## src/hdl/spc_pkg.sv

```systemverilog
// Shared types, constants and mode codes of the per-slot error counter block.
`timescale 1ns / 1ps
`default_nettype none

package spc_pkg;

    // Number of meter slots kept in the counter memory (1 to 16).
    localparam int SLOTS   = 8;
    localparam int SLOT_W  = 4;
    localparam int SLOT_AW = (SLOTS > 1) ? $clog2(SLOTS) : 1;
    localparam int MODE_W  = 3;
    localparam int CNT_W   = 32;
    localparam int PCT_W   = 7;
    // Wide enough for (crc + timeouts) * 100 on the division path.
    localparam int NUM_W   = CNT_W + 1 + PCT_W;
    localparam int STEP_W  = $clog2(PCT_W);

    localparam logic [CNT_W-1:0] CNT_MAX      = {CNT_W{1'b1}};
    localparam logic [PCT_W-1:0] PERCENT_FULL = PCT_W'(100);

    typedef enum logic [MODE_W-1:0] {
        MODE_INC_REQ   = 3'd0,
        MODE_INC_RSP   = 3'd1,
        MODE_INC_CRC   = 3'd2,
        MODE_INC_TMO   = 3'd3,
        MODE_CLR_SLOT  = 3'd4,
        MODE_CLR_ALL   = 3'd5,
        MODE_READ      = 3'd6,
        MODE_RATE      = 3'd7
    } t_mode;

    // One memory row: the four counters of a slot.
    typedef struct packed {
        logic [CNT_W-1:0] requests;
        logic [CNT_W-1:0] responses;
        logic [CNT_W-1:0] crc_errors;
        logic [CNT_W-1:0] timeouts;
    } t_entry;

    typedef struct packed {
        logic             start;
        logic [CNT_W:0]   errs;
        logic [CNT_W-1:0] reqs;
    } t_div_req;

    typedef struct packed {
        logic             done;
        logic [PCT_W-1:0] percent;
    } t_div_rsp;

endpackage

`default_nettype wire

```

## src/hdl/spc_pct_div.sv

```systemverilog
// Error-rate unit: scales the error count by 100 and divides by requests, one bit a cycle.
`timescale 1ns / 1ps
`default_nettype none

module spc_pct_div
    import spc_pkg::*;
(
    input  wire logic     i_clk,
    input  wire logic     i_rst_n,
    input  wire t_div_req i_req,
    output t_div_rsp      o_rsp
);

    logic             r_busy;
    logic             r_done;
    logic [STEP_W-1:0] r_step;
    logic [NUM_W-1:0] r_rem;
    logic [NUM_W-1:0] r_dsh;
    logic [PCT_W-1:0] r_quo;

    logic             n_fits;
    logic             n_early;

    assign n_fits  = (r_rem >= r_dsh);
    // No requests, or errors at or above the request count, need no division.
    assign n_early = (i_req.reqs == '0) || (i_req.errs >= {1'b0, i_req.reqs});

    always_ff @(posedge i_clk) begin
        if (!i_rst_n) begin
            r_busy <= 1'b0;
            r_done <= 1'b0;
        end else begin
            r_done <= i_req.start ? n_early : (r_busy && (r_step == '0));
            if (i_req.start) begin
                r_busy <= !n_early;
            end else if (r_busy && (r_step == '0)) begin
                r_busy <= 1'b0;
            end
        end
    end

    // Restoring division: the quotient is below 128, so seven compare and
    // subtract steps with the divisor shifted down from bit six suffice.
    always_ff @(posedge i_clk) begin
        if (i_req.start) begin
            r_step <= STEP_W'(PCT_W - 1);
            r_rem  <= NUM_W'(i_req.errs) * NUM_W'(PERCENT_FULL);
            r_dsh  <= NUM_W'(i_req.reqs) << (PCT_W - 1);
            if (i_req.reqs == '0) begin
                r_quo <= '0;
            end else if (i_req.errs >= {1'b0, i_req.reqs}) begin
                r_quo <= PERCENT_FULL;
            end else begin
                r_quo <= '0;
            end
        end else if (r_busy) begin
            r_step <= r_step - STEP_W'(1);
            r_dsh  <= r_dsh >> 1;
            r_quo  <= {r_quo[PCT_W-2:0], n_fits};
            if (n_fits) begin
                r_rem <= r_rem - r_dsh;
            end
        end
    end

    assign o_rsp.done    = r_done;
    assign o_rsp.percent = r_quo;

endmodule

`default_nettype wire

```

## src/hdl/per_slot_error_counters_unit.sv

```systemverilog
// Top level of the per-slot error counter block: counter memory, sequencer and result register.
// A request on the input channel (i_in_valid, i_mode, i_slot) increments one
// of the four saturating counters of a slot, clears a slot, clears every
// slot, reads a slot, or reads it with its error rate. The request is taken
// at a rising edge where i_in_valid is high and o_in_stall is low. Every
// request yields exactly one result on the output channel (o_out_valid and
// the result fields), taken at an edge where o_out_valid is high and
// i_out_stall is low.
// A clear all or an out-of-range request goes straight to the result
// register; all other modes pass the read of the counter memory, the
// read-modify-write step and the seven-step error-rate divider, which ends
// early when the slot has no requests or its errors reach the request count.
// One request is in flight at a time, so a new request is taken only once
// the last one has reached the result register.
// Reset clears the per-slot valid bits, so every counter reads as zero; no
// clearing pass is needed. Clear all acts the same way.
// While the receiver stalls, the result register holds its value; the next
// request is still taken and worked on, and waits before the result
// register until the stalled result has been taken.
`timescale 1ns / 1ps
`default_nettype none

module per_slot_error_counters_unit
    import spc_pkg::*;
(
    input  wire logic              i_clk,
    input  wire logic              i_rst_n,
    input  wire logic              i_in_valid,
    output logic                   o_in_stall,
    input  wire logic [MODE_W-1:0] i_mode,
    input  wire logic [SLOT_W-1:0] i_slot,
    output logic                   o_out_valid,
    input  wire logic              i_out_stall,
    output logic                   o_slot_ok,
    output logic [CNT_W-1:0]       o_requests,
    output logic [CNT_W-1:0]       o_responses,
    output logic [CNT_W-1:0]       o_crc_errors,
    output logic [CNT_W-1:0]       o_timeouts,
    output logic [PCT_W-1:0]       o_error_percent
);

    typedef enum logic [3:0] {
        S_IDLE = 4'b0001,
        S_MOD  = 4'b0010,
        S_DIV  = 4'b0100,
        S_DONE = 4'b1000
    } t_state;

    function automatic logic [CNT_W-1:0] sat_inc(input logic [CNT_W-1:0] val);
        logic [CNT_W-1:0] res;
        res = (val == CNT_MAX) ? val : val + CNT_W'(1);
        return res;
    endfunction

    t_state r_state;
    t_mode  r_mode;
    logic [SLOT_AW-1:0] r_addr;

    // Counter memory with a valid bit per row; an invalid row reads as zero.
    t_entry r_mem [SLOTS];
    logic   r_vld [SLOTS];
    t_entry r_rd_data;
    logic   r_rd_vld;

    // Result being assembled, then the output register.
    logic             r_ok;
    t_entry           r_cnt;
    logic [PCT_W-1:0] r_pct;
    logic             r_out_valid;
    logic             r_out_ok;
    t_entry           r_out_cnt;
    logic [PCT_W-1:0] r_out_pct;

    logic     n_accept;
    logic     n_in_range;
    logic     n_out_free;
    t_entry   n_cur;
    t_entry   n_cnt;
    t_div_req n_div_req;
    t_div_rsp n_div_rsp;

    assign n_accept   = i_in_valid && !o_in_stall;
    assign n_in_range = ({1'b0, i_slot} < (SLOT_W + 1)'(SLOTS));
    assign n_out_free = !r_out_valid || !i_out_stall;
    assign o_in_stall = (r_state != S_IDLE);

    // Modify step: the row read last cycle, with the mode applied.
    always_comb begin
        n_cur = r_rd_vld ? r_rd_data : '0;
        n_cnt = n_cur;
        case (r_mode)
            MODE_INC_REQ:  n_cnt.requests   = sat_inc(n_cur.requests);
            MODE_INC_RSP:  n_cnt.responses  = sat_inc(n_cur.responses);
            MODE_INC_CRC:  n_cnt.crc_errors = sat_inc(n_cur.crc_errors);
            MODE_INC_TMO:  n_cnt.timeouts   = sat_inc(n_cur.timeouts);
            MODE_CLR_SLOT: n_cnt            = '0;
            default:       n_cnt            = n_cur;
        endcase
    end

    assign n_div_req.start = (r_state == S_MOD);
    assign n_div_req.errs  = {1'b0, n_cnt.crc_errors} + {1'b0, n_cnt.timeouts};
    assign n_div_req.reqs  = n_cnt.requests;

    spc_pct_div u_pct_div (
        .i_clk   (i_clk),
        .i_rst_n (i_rst_n),
        .i_req   (n_div_req),
        .o_rsp   (n_div_rsp)
    );

    // Memory port: read at request time, written back in the modify step.
    // Only one request is in flight, so a read never meets a pending write.
    always_ff @(posedge i_clk) begin
        if (n_accept) begin
            r_rd_data <= r_mem[i_slot[SLOT_AW-1:0]];
        end
        if (r_state == S_MOD) begin
            r_mem[r_addr] <= n_cnt;
        end
    end

    always_ff @(posedge i_clk) begin
        if (!i_rst_n) begin
            for (int k = 0; k < SLOTS; k++) begin
                r_vld[k] <= 1'b0;
            end
            r_rd_vld <= 1'b0;
        end else begin
            if (n_accept) begin
                r_rd_vld <= r_vld[i_slot[SLOT_AW-1:0]];
            end
            if (n_accept && (t_mode'(i_mode) == MODE_CLR_ALL)) begin
                for (int k = 0; k < SLOTS; k++) begin
                    r_vld[k] <= 1'b0;
                end
            end else if (r_state == S_MOD) begin
                r_vld[r_addr] <= 1'b1;
            end
        end
    end

    // Sequencer.
    always_ff @(posedge i_clk) begin
        if (!i_rst_n) begin
            r_state <= S_IDLE;
        end else begin
            case (r_state)
                S_IDLE: begin
                    if (n_accept) begin
                        if ((t_mode'(i_mode) == MODE_CLR_ALL) || !n_in_range) begin
                            r_state <= S_DONE;
                        end else begin
                            r_state <= S_MOD;
                        end
                    end
                end
                S_MOD: begin
                    r_state <= S_DIV;
                end
                S_DIV: begin
                    if (n_div_rsp.done) begin
                        r_state <= S_DONE;
                    end
                end
                S_DONE: begin
                    if (n_out_free) begin
                        r_state <= S_IDLE;
                    end
                end
                default: begin
                    r_state <= S_IDLE;
                end
            endcase
        end
    end

    // Result assembly; clear all and a rejected slot give all-zero fields.
    always_ff @(posedge i_clk) begin
        if (n_accept) begin
            r_mode <= t_mode'(i_mode);
            r_addr <= i_slot[SLOT_AW-1:0];
            r_ok   <= n_in_range || (t_mode'(i_mode) == MODE_CLR_ALL);
            r_cnt  <= '0;
            r_pct  <= '0;
        end else if (r_state == S_MOD) begin
            r_cnt <= n_cnt;
        end else if ((r_state == S_DIV) && n_div_rsp.done) begin
            r_pct <= n_div_rsp.percent;
        end
    end

    // Output register.
    always_ff @(posedge i_clk) begin
        if (!i_rst_n) begin
            r_out_valid <= 1'b0;
        end else if ((r_state == S_DONE) && n_out_free) begin
            r_out_valid <= 1'b1;
        end else if (!i_out_stall) begin
            r_out_valid <= 1'b0;
        end
    end

    always_ff @(posedge i_clk) begin
        if ((r_state == S_DONE) && n_out_free) begin
            r_out_ok  <= r_ok;
            r_out_cnt <= r_cnt;
            r_out_pct <= r_pct;
        end
    end

    assign o_out_valid     = r_out_valid;
    assign o_slot_ok       = r_out_ok;
    assign o_requests      = r_out_cnt.requests;
    assign o_responses     = r_out_cnt.responses;
    assign o_crc_errors    = r_out_cnt.crc_errors;
    assign o_timeouts      = r_out_cnt.timeouts;
    assign o_error_percent = r_out_pct;

    // The error rate never exceeds one hundred percent.
    a_pct_range: assert property (@(posedge i_clk) disable iff (!i_rst_n)
        o_out_valid |-> (o_error_percent <= PERCENT_FULL))
        else $error("error rate above one hundred percent");

    // A rejected slot reports zero request and timeout counters and a zero rate.
    a_reject_zero: assert property (@(posedge i_clk) disable iff (!i_rst_n)
        (o_out_valid && !o_slot_ok) |->
            ((o_requests == '0) && (o_timeouts == '0) && (o_error_percent == '0)))
        else $error("rejected slot reports nonzero fields");

    // A slot with no requests has a zero rate.
    a_no_req_zero: assert property (@(posedge i_clk) disable iff (!i_rst_n)
        (o_out_valid && (o_requests == '0)) |-> (o_error_percent == '0))
        else $error("nonzero rate for a slot without requests");

    // An increment never makes the request counter smaller.
    a_sat_req: assert property (@(posedge i_clk) disable iff (!i_rst_n)
        ((r_state == S_MOD) && (r_mode == MODE_INC_REQ)) |->
            (n_cnt.requests >= n_cur.requests))
        else $error("request counter wrapped");

endmodule

`default_nettype wire
```

## config.mk

```make
export PLATFORM = sky130hd
export DESIGN_NAME = per_slot_error_counters_unit
export DESIGN_NICKNAME = d
export VERILOG_FILES = /design/src/hdl/spc_pkg.sv /design/src/hdl/spc_pct_div.sv /design/src/hdl/per_slot_error_counters_unit.sv
export SDC_FILE = /design/constraint.sdc
export NUM_CORES = 2
export LEC_CHECK = 0
export BUFFER_PORTS_ARGS = -buffer_cell sky130_fd_sc_hd__buf_2
export CAP_MARGIN = 20
export CELL_PAD_IN_SITES_DETAIL_PLACEMENT = 1
export CELL_PAD_IN_SITES_GLOBAL_PLACEMENT = 2
export CORE_UTILIZATION = 50
export CTS_CLUSTER_SIZE = 12
export DETAILED_ROUTE_END_ITERATION = 12
export PLACE_DENSITY_LB_ADDON = 0.1
export SYNTH_ARGS = -nofsm -noshare
export SYNTH_HDL_FRONTEND = slang
export SYNTH_SLANG_ARGS = --single-unit
export TNS_END_PERCENT = 50
```

## constraint.sdc

```tcl
create_clock -name i_clk -period 22.2 [get_ports i_clk]
set_input_delay 3.33 -clock i_clk [delete_from_list [all_inputs] [get_ports i_clk]]
set_output_delay 3.33 -clock i_clk [all_outputs]
set_load 0.005 [all_outputs]
```

Word level (Yosys, flattened, before mapping)
Memories as Yosys holds them, arrays and structs flattened. A register that Yosys moved wholly into a read port is not among the register bits. Index checks and enable logic that the tools add are counted.

Memories kept: 2. Bits of input ports: 11. Bits in writable memories: 1032. Logic and storage cells: 138. Output and inout port bits: 138. Bits in registers: 373.

Memory list: r_mem (words 8, bits a word 128, rd ports 1, clocked after memory_dff 1, wr ports 1, RTL line per_slot_error_counters_unit.sv:60) `t_entry r_mem [SLOTS];`; r_vld (words 8, bits a word 1, rd ports 1, clocked after memory_dff 1, wr ports 8, RTL line per_slot_error_counters_unit.sv:61) `logic r_vld [SLOTS];`.

Add/subtract/negate cells: 7. Mux-type cells: 48. Equality and inequality tests: 18. Reductions and logical operators: 26. Bitwise logic cells: 9. $lt $le $gt $ge: 3. Multiply operators: 1.

Operator list (number): $pmux W32 S2 (4); $add A32 B1 Y32 const B (4); $eq A32 B32 Y1 const B (4); $mux W128 (1); $mux W32 (4); $mux W40 (3); $mux W38 (2); $ge A40 B38 Y1 (1); $sub A40 B38 Y40 (1); $mul A33 B5 Y38 const B (1); $add A32 B32 Y33 (1); $ge A33 B32 Y1 (1); $logic_not A32 Y1 (1); $mux W7 (4); $mux W1 (24); $mux W4 (4); $pmux W4 S4 (1); $or A1 B1 Y1 (8); $eq A3 B2 Y1 const B (2); $eq A3 B3 Y1 const B (2); $logic_not A1 Y1 (6); $logic_not A3 Y1 (2); $reduce_and A2 Y1 (3); $reduce_bool A2 Y1 (3); other kinds (16) (25).

Logic depth before layout (Yosys ltp)
Word-level depth: 9. Depth in mapped cells: 47. Gate-level depth less buffers: 40.

Modules after synthesis
A second synthesis with hierarchy kept.

Cells, all modules: 4532. Area, all modules: 67873.8 sq um.

Modules (own cells, without submodules): per_slot_error_counters_unit (cells each 3256, area each 57192.4 sq um, times used 1, sequential area each 41870.2 sq um); spc_pct_div (cells each 1276, area each 10681.5 sq um, times used 1, sequential area each 2572.5 sq um).

Worst setup path before layout
No wires, ideal clock.

Kind: register to register. Start point: register r_state[3]. End point: memory r_mem[0][0] (netlist name), enable pin. Cell stages (with the launch flop): 5. Period minus slack after synthesis: 14419 ps. Setup slack: 7781 ps. Setup time: 932 ps. Buffers on the path: 2. Arrival time: 13487 ps. Required time: 21268 ps. Path through: dfxtp_1 -> or4b_2 -> clkbuf_1 -> clkbuf_1 -> nor4_1.

Longest elaborated chain between the ends: 3.

Ends and longest elaborated chain: from (decl) (RTL line per_slot_error_counters_unit.sv:55) `t_state r_state;`; from (signal assigned) (RTL line per_slot_error_counters_unit.sv:146) `r_state <= S_IDLE;`; from (signal assigned) (RTL line per_slot_error_counters_unit.sv:152) `r_state <= S_DONE;`; from (signal assigned) (RTL line per_slot_error_counters_unit.sv:154) `r_state <= S_MOD;`; $eq A4 B2 Y1 (RTL line per_slot_error_counters_unit.sv:118) `if (r_state == S_MOD) begin`; $mux W1 (RTL line per_slot_error_counters_unit.sv:118); $mux W1 (not written as such) (RTL line per_slot_error_counters_unit.sv:119) `r_mem[r_addr] <= n_cnt;`; to (decl) (RTL line per_slot_error_counters_unit.sv:60).

No other way between the ends.

==> out/metrics.csv <==
metric,value,unit
mean post-synth cell area,15.4,um2
CP required,22700,ps
H-tree Lvls,4,
Worst-Margin Slew,1190,ps
Syn-to-layout area delta,12.2,%
Final Skew,28.0,ps
Lkg Pwr,26.8,nW
worst hold path class,reg2reg,
"Clk Latency, worst-skew pair",800,ps
"most used cell, CP",ha_1,
drc violations,0,
Max Clk Rate,97.7,MHz
WP data arrival,10740,ps
Crit. End Element,flip-flop,
Rows,133,
Finished Core Util,56.8,%
DP HPWL,119,mm
largest net degree at the start of global routing,123,
top-count cell post-synth,edfxtp_1,
Final min period,10240,ps
Final setup violation count,0,
Initial DRC Count,3366,
"Setup Fix Bufs, Post-CTS",0,
"Cell Area, Synth",67000,um2
Async SR Flop Fraction,0,%
GRT Util Overall,27.8,%
port buffer count,148,
placed insts,6160,
syn_nets,4606,
die width,368,um
Most used DFF post-synth,edfxtp_1,
Worst Slack Setup Final,11960,ps
final instance count without filler cells,6463,
top area cells in the synthesized netlist,"edfxtp_1, mux4_2, dfxtp_1",
critical path's slowest cell,dfxtp_4,
max_cap viols,0,
vias,39600,
initial antenna violation count,2,
"area leader, netlist",edfxtp_1,
post-synth top area share,61.5,%
WL/cell,28.9,um
GRT Residual Overflow,0,
YS warnings,0,
status,finished clean,
Clock Pin Slew Worst Setup and Hold Paths,60,ps
share of layout cells above drive strength 1,19.3,%
Worst Path Max Fanout,46,
Initial Utilization,50.7,%
Max VDD drop,0.0678,mV
global-route wire length before repair,276,mm
Crit path largest cell delay,710,ps
Post-synth EDFFs,1372,
Placer Congestion,0.846,
DRT antenna net count,0,
unrepaired setup endpoints after global routing,no,
clock tree from TritonCTS,yes,
I/O pins,149,
Synth cell types,96,
hold buffers post-CTS,0,
Yosys reg bits,1534,
die height,368,um
CORE AREA,132000,um2
power density over cell area,89.3,nW/um2
first-pass iteration count of the detailed router,5,
Final Hold Fails,0,
Slew HR,20.5,%
Setup Slack @ Placement,12080,ps
setup_tns,0,ps
top cells by instance count after synthesis,"edfxtp_1, nand2_1, nor2_1",
"Seq/Total Area, Yosys",66.4,%
die area,135000,um2
cts repair resizes,0,
Slew Limit Fails,0,
Synth Instances,4354,
Max Root-Sink Buffers,3,
Final #Nets,4825,
root buf cell,clkbuf_16,
critical path class,reg2reg,
DR vias/cell,6.13,
fill cell total of the finished layout,12300,
number of global-route vias before repair,40900,
Worst setup SP type,flip-flop,
clock sink count,1534,
final wirelength,187,mm
period utilization,46.1,%
Num CTS Buffers,160,
[layout make-up]
type / count / area (um2) / area share [%]
clock buffer: 248 / 4530 / 6.03
timing repair buffer: 232 / 1450 / 1.93
sequential: 1534 / 44400 / 59.2
inverter: 144 / 548 / 0.730
clock inverter: 47 / 556 / 0.740
antenna: 2 / 5.00 / 0.00666
multi-input combinational: 2501 / 21400 / 28.5
tap: 1755 / 2200 / 2.92
[power breakdown]
part	switching (mW)	internal [mW]
clock	1.13	1.49
sequential	0.0598	3.24
combinational	0.521	0.274
total	1.71	5.00
[cells by family after synthesis]
| family | count (synthesis) | share of synthesized area [%] |
|---|---|---|
| flip-flops | 1534 | 66.4 |
| AND/OR/NAND/NOR | 1059 | 7.41 |
| AO/OA/AOI/OAI | 615 | 6.01 |
| multiplexers | 415 | 11.3 |
| buffers and inverters | 319 | 1.85 |
| adder cells (fa/ha/maj) | 241 | 4.84 |
| XOR/XNOR | 171 | 2.24 |
[per-stage QoR]
| stage | power (mW) | cell area (um2) | hold WS [ps] |
|---|---|---|---|
| floorplan | 3.86 | 67000 | 400 |
| global placement | 4.14 | 69900 | 403 |
| detailed placement | 4.15 | 70000 | 412 |
| CTS | 6.77 | 75000 | 422 |
| global route | 6.94 | 75100 | 438 |
| finish | 6.71 | 75100 | 420 |
[final timing paths]
kind                                             start                             to  slack [ps]  depth (start not counted)
worst max-delay path             r_rd_vld$_SDFFE_PN0P_  u_pct_div.r_rem[35]$_DFFE_PP_       11960                         35
worst min register to register  r_cnt[26]$_SDFFE_PP0P_       o_timeouts[26]$_DFFE_PP_         420                          0
worst max register to register   r_rd_vld$_SDFFE_PN0P_  u_pct_div.r_rem[35]$_DFFE_PP_       11960                         35
worst min-delay path            r_cnt[26]$_SDFFE_PP0P_       o_timeouts[26]$_DFFE_PP_         420                          0
[routing by layer]
layer	vias to the layer above	wire [um]	track usage, %
met5	-	0	0
met4	0	3930	6.77
met3	233	10300	3.86
met2	1230	89100	44.5
met1	20900	83200	40.4
li1	17300	-	-
[critical path, delay by kind of cell (launching register included)]
| family | cells | cell delay (ps) |
|---|---|---|
| buffers and inverters | 2 | 700 |
| adders and majority gates | 6 | 2000 |
| xor gates and xnor gates | 3 | 780 |
| DFF | 1 | 710 |
| and+or+nand+nor | 7 | 2050 |
| AOI/OAI and AO/OA | 17 | 3620 |
[cell usage in the layout, fill, tap and decap left out, drive strengths merged, types with 10 or more instances in the layout]
cell	count
nand3	103
buf	231
nor3	64
nor4	21
edfxtp	1372
clkinv	30
o21ai	139
nand4	45
o211ai	15
and3	49
mux4	258
o22ai	31
nor2b	12
nand2b	19
a31oi	20
a21o	84
and4	10
nor2	270
mux2	133
mux2i	24
fa	30
clkbuf	249
o31ai	10
or3	17
o21a	28
inv	154
a211oi	27
dfxtp	162
ha	211
a21oi	160
nand2	383
o21bai	17
xnor2	98
xor2	73
and2	32
[registers in the layout, summed over array words and instances (netlist names), 3 cells and up]
register,cells
r_mem,1024
r_cnt,128
r_rd_data,128
u_pct_div.r_rem,40
u_pct_div.r_dsh,38
o_crc_errors,32
o_requests,32
o_responses,32
o_timeouts,32
r_vld,8
o_error_percent,7
r_pct,7
u_pct_div.r_quo,7
r_state,4
r_addr,3
r_mode,3
u_pct_div.r_step,3
(Power assumes the default switching activity.)
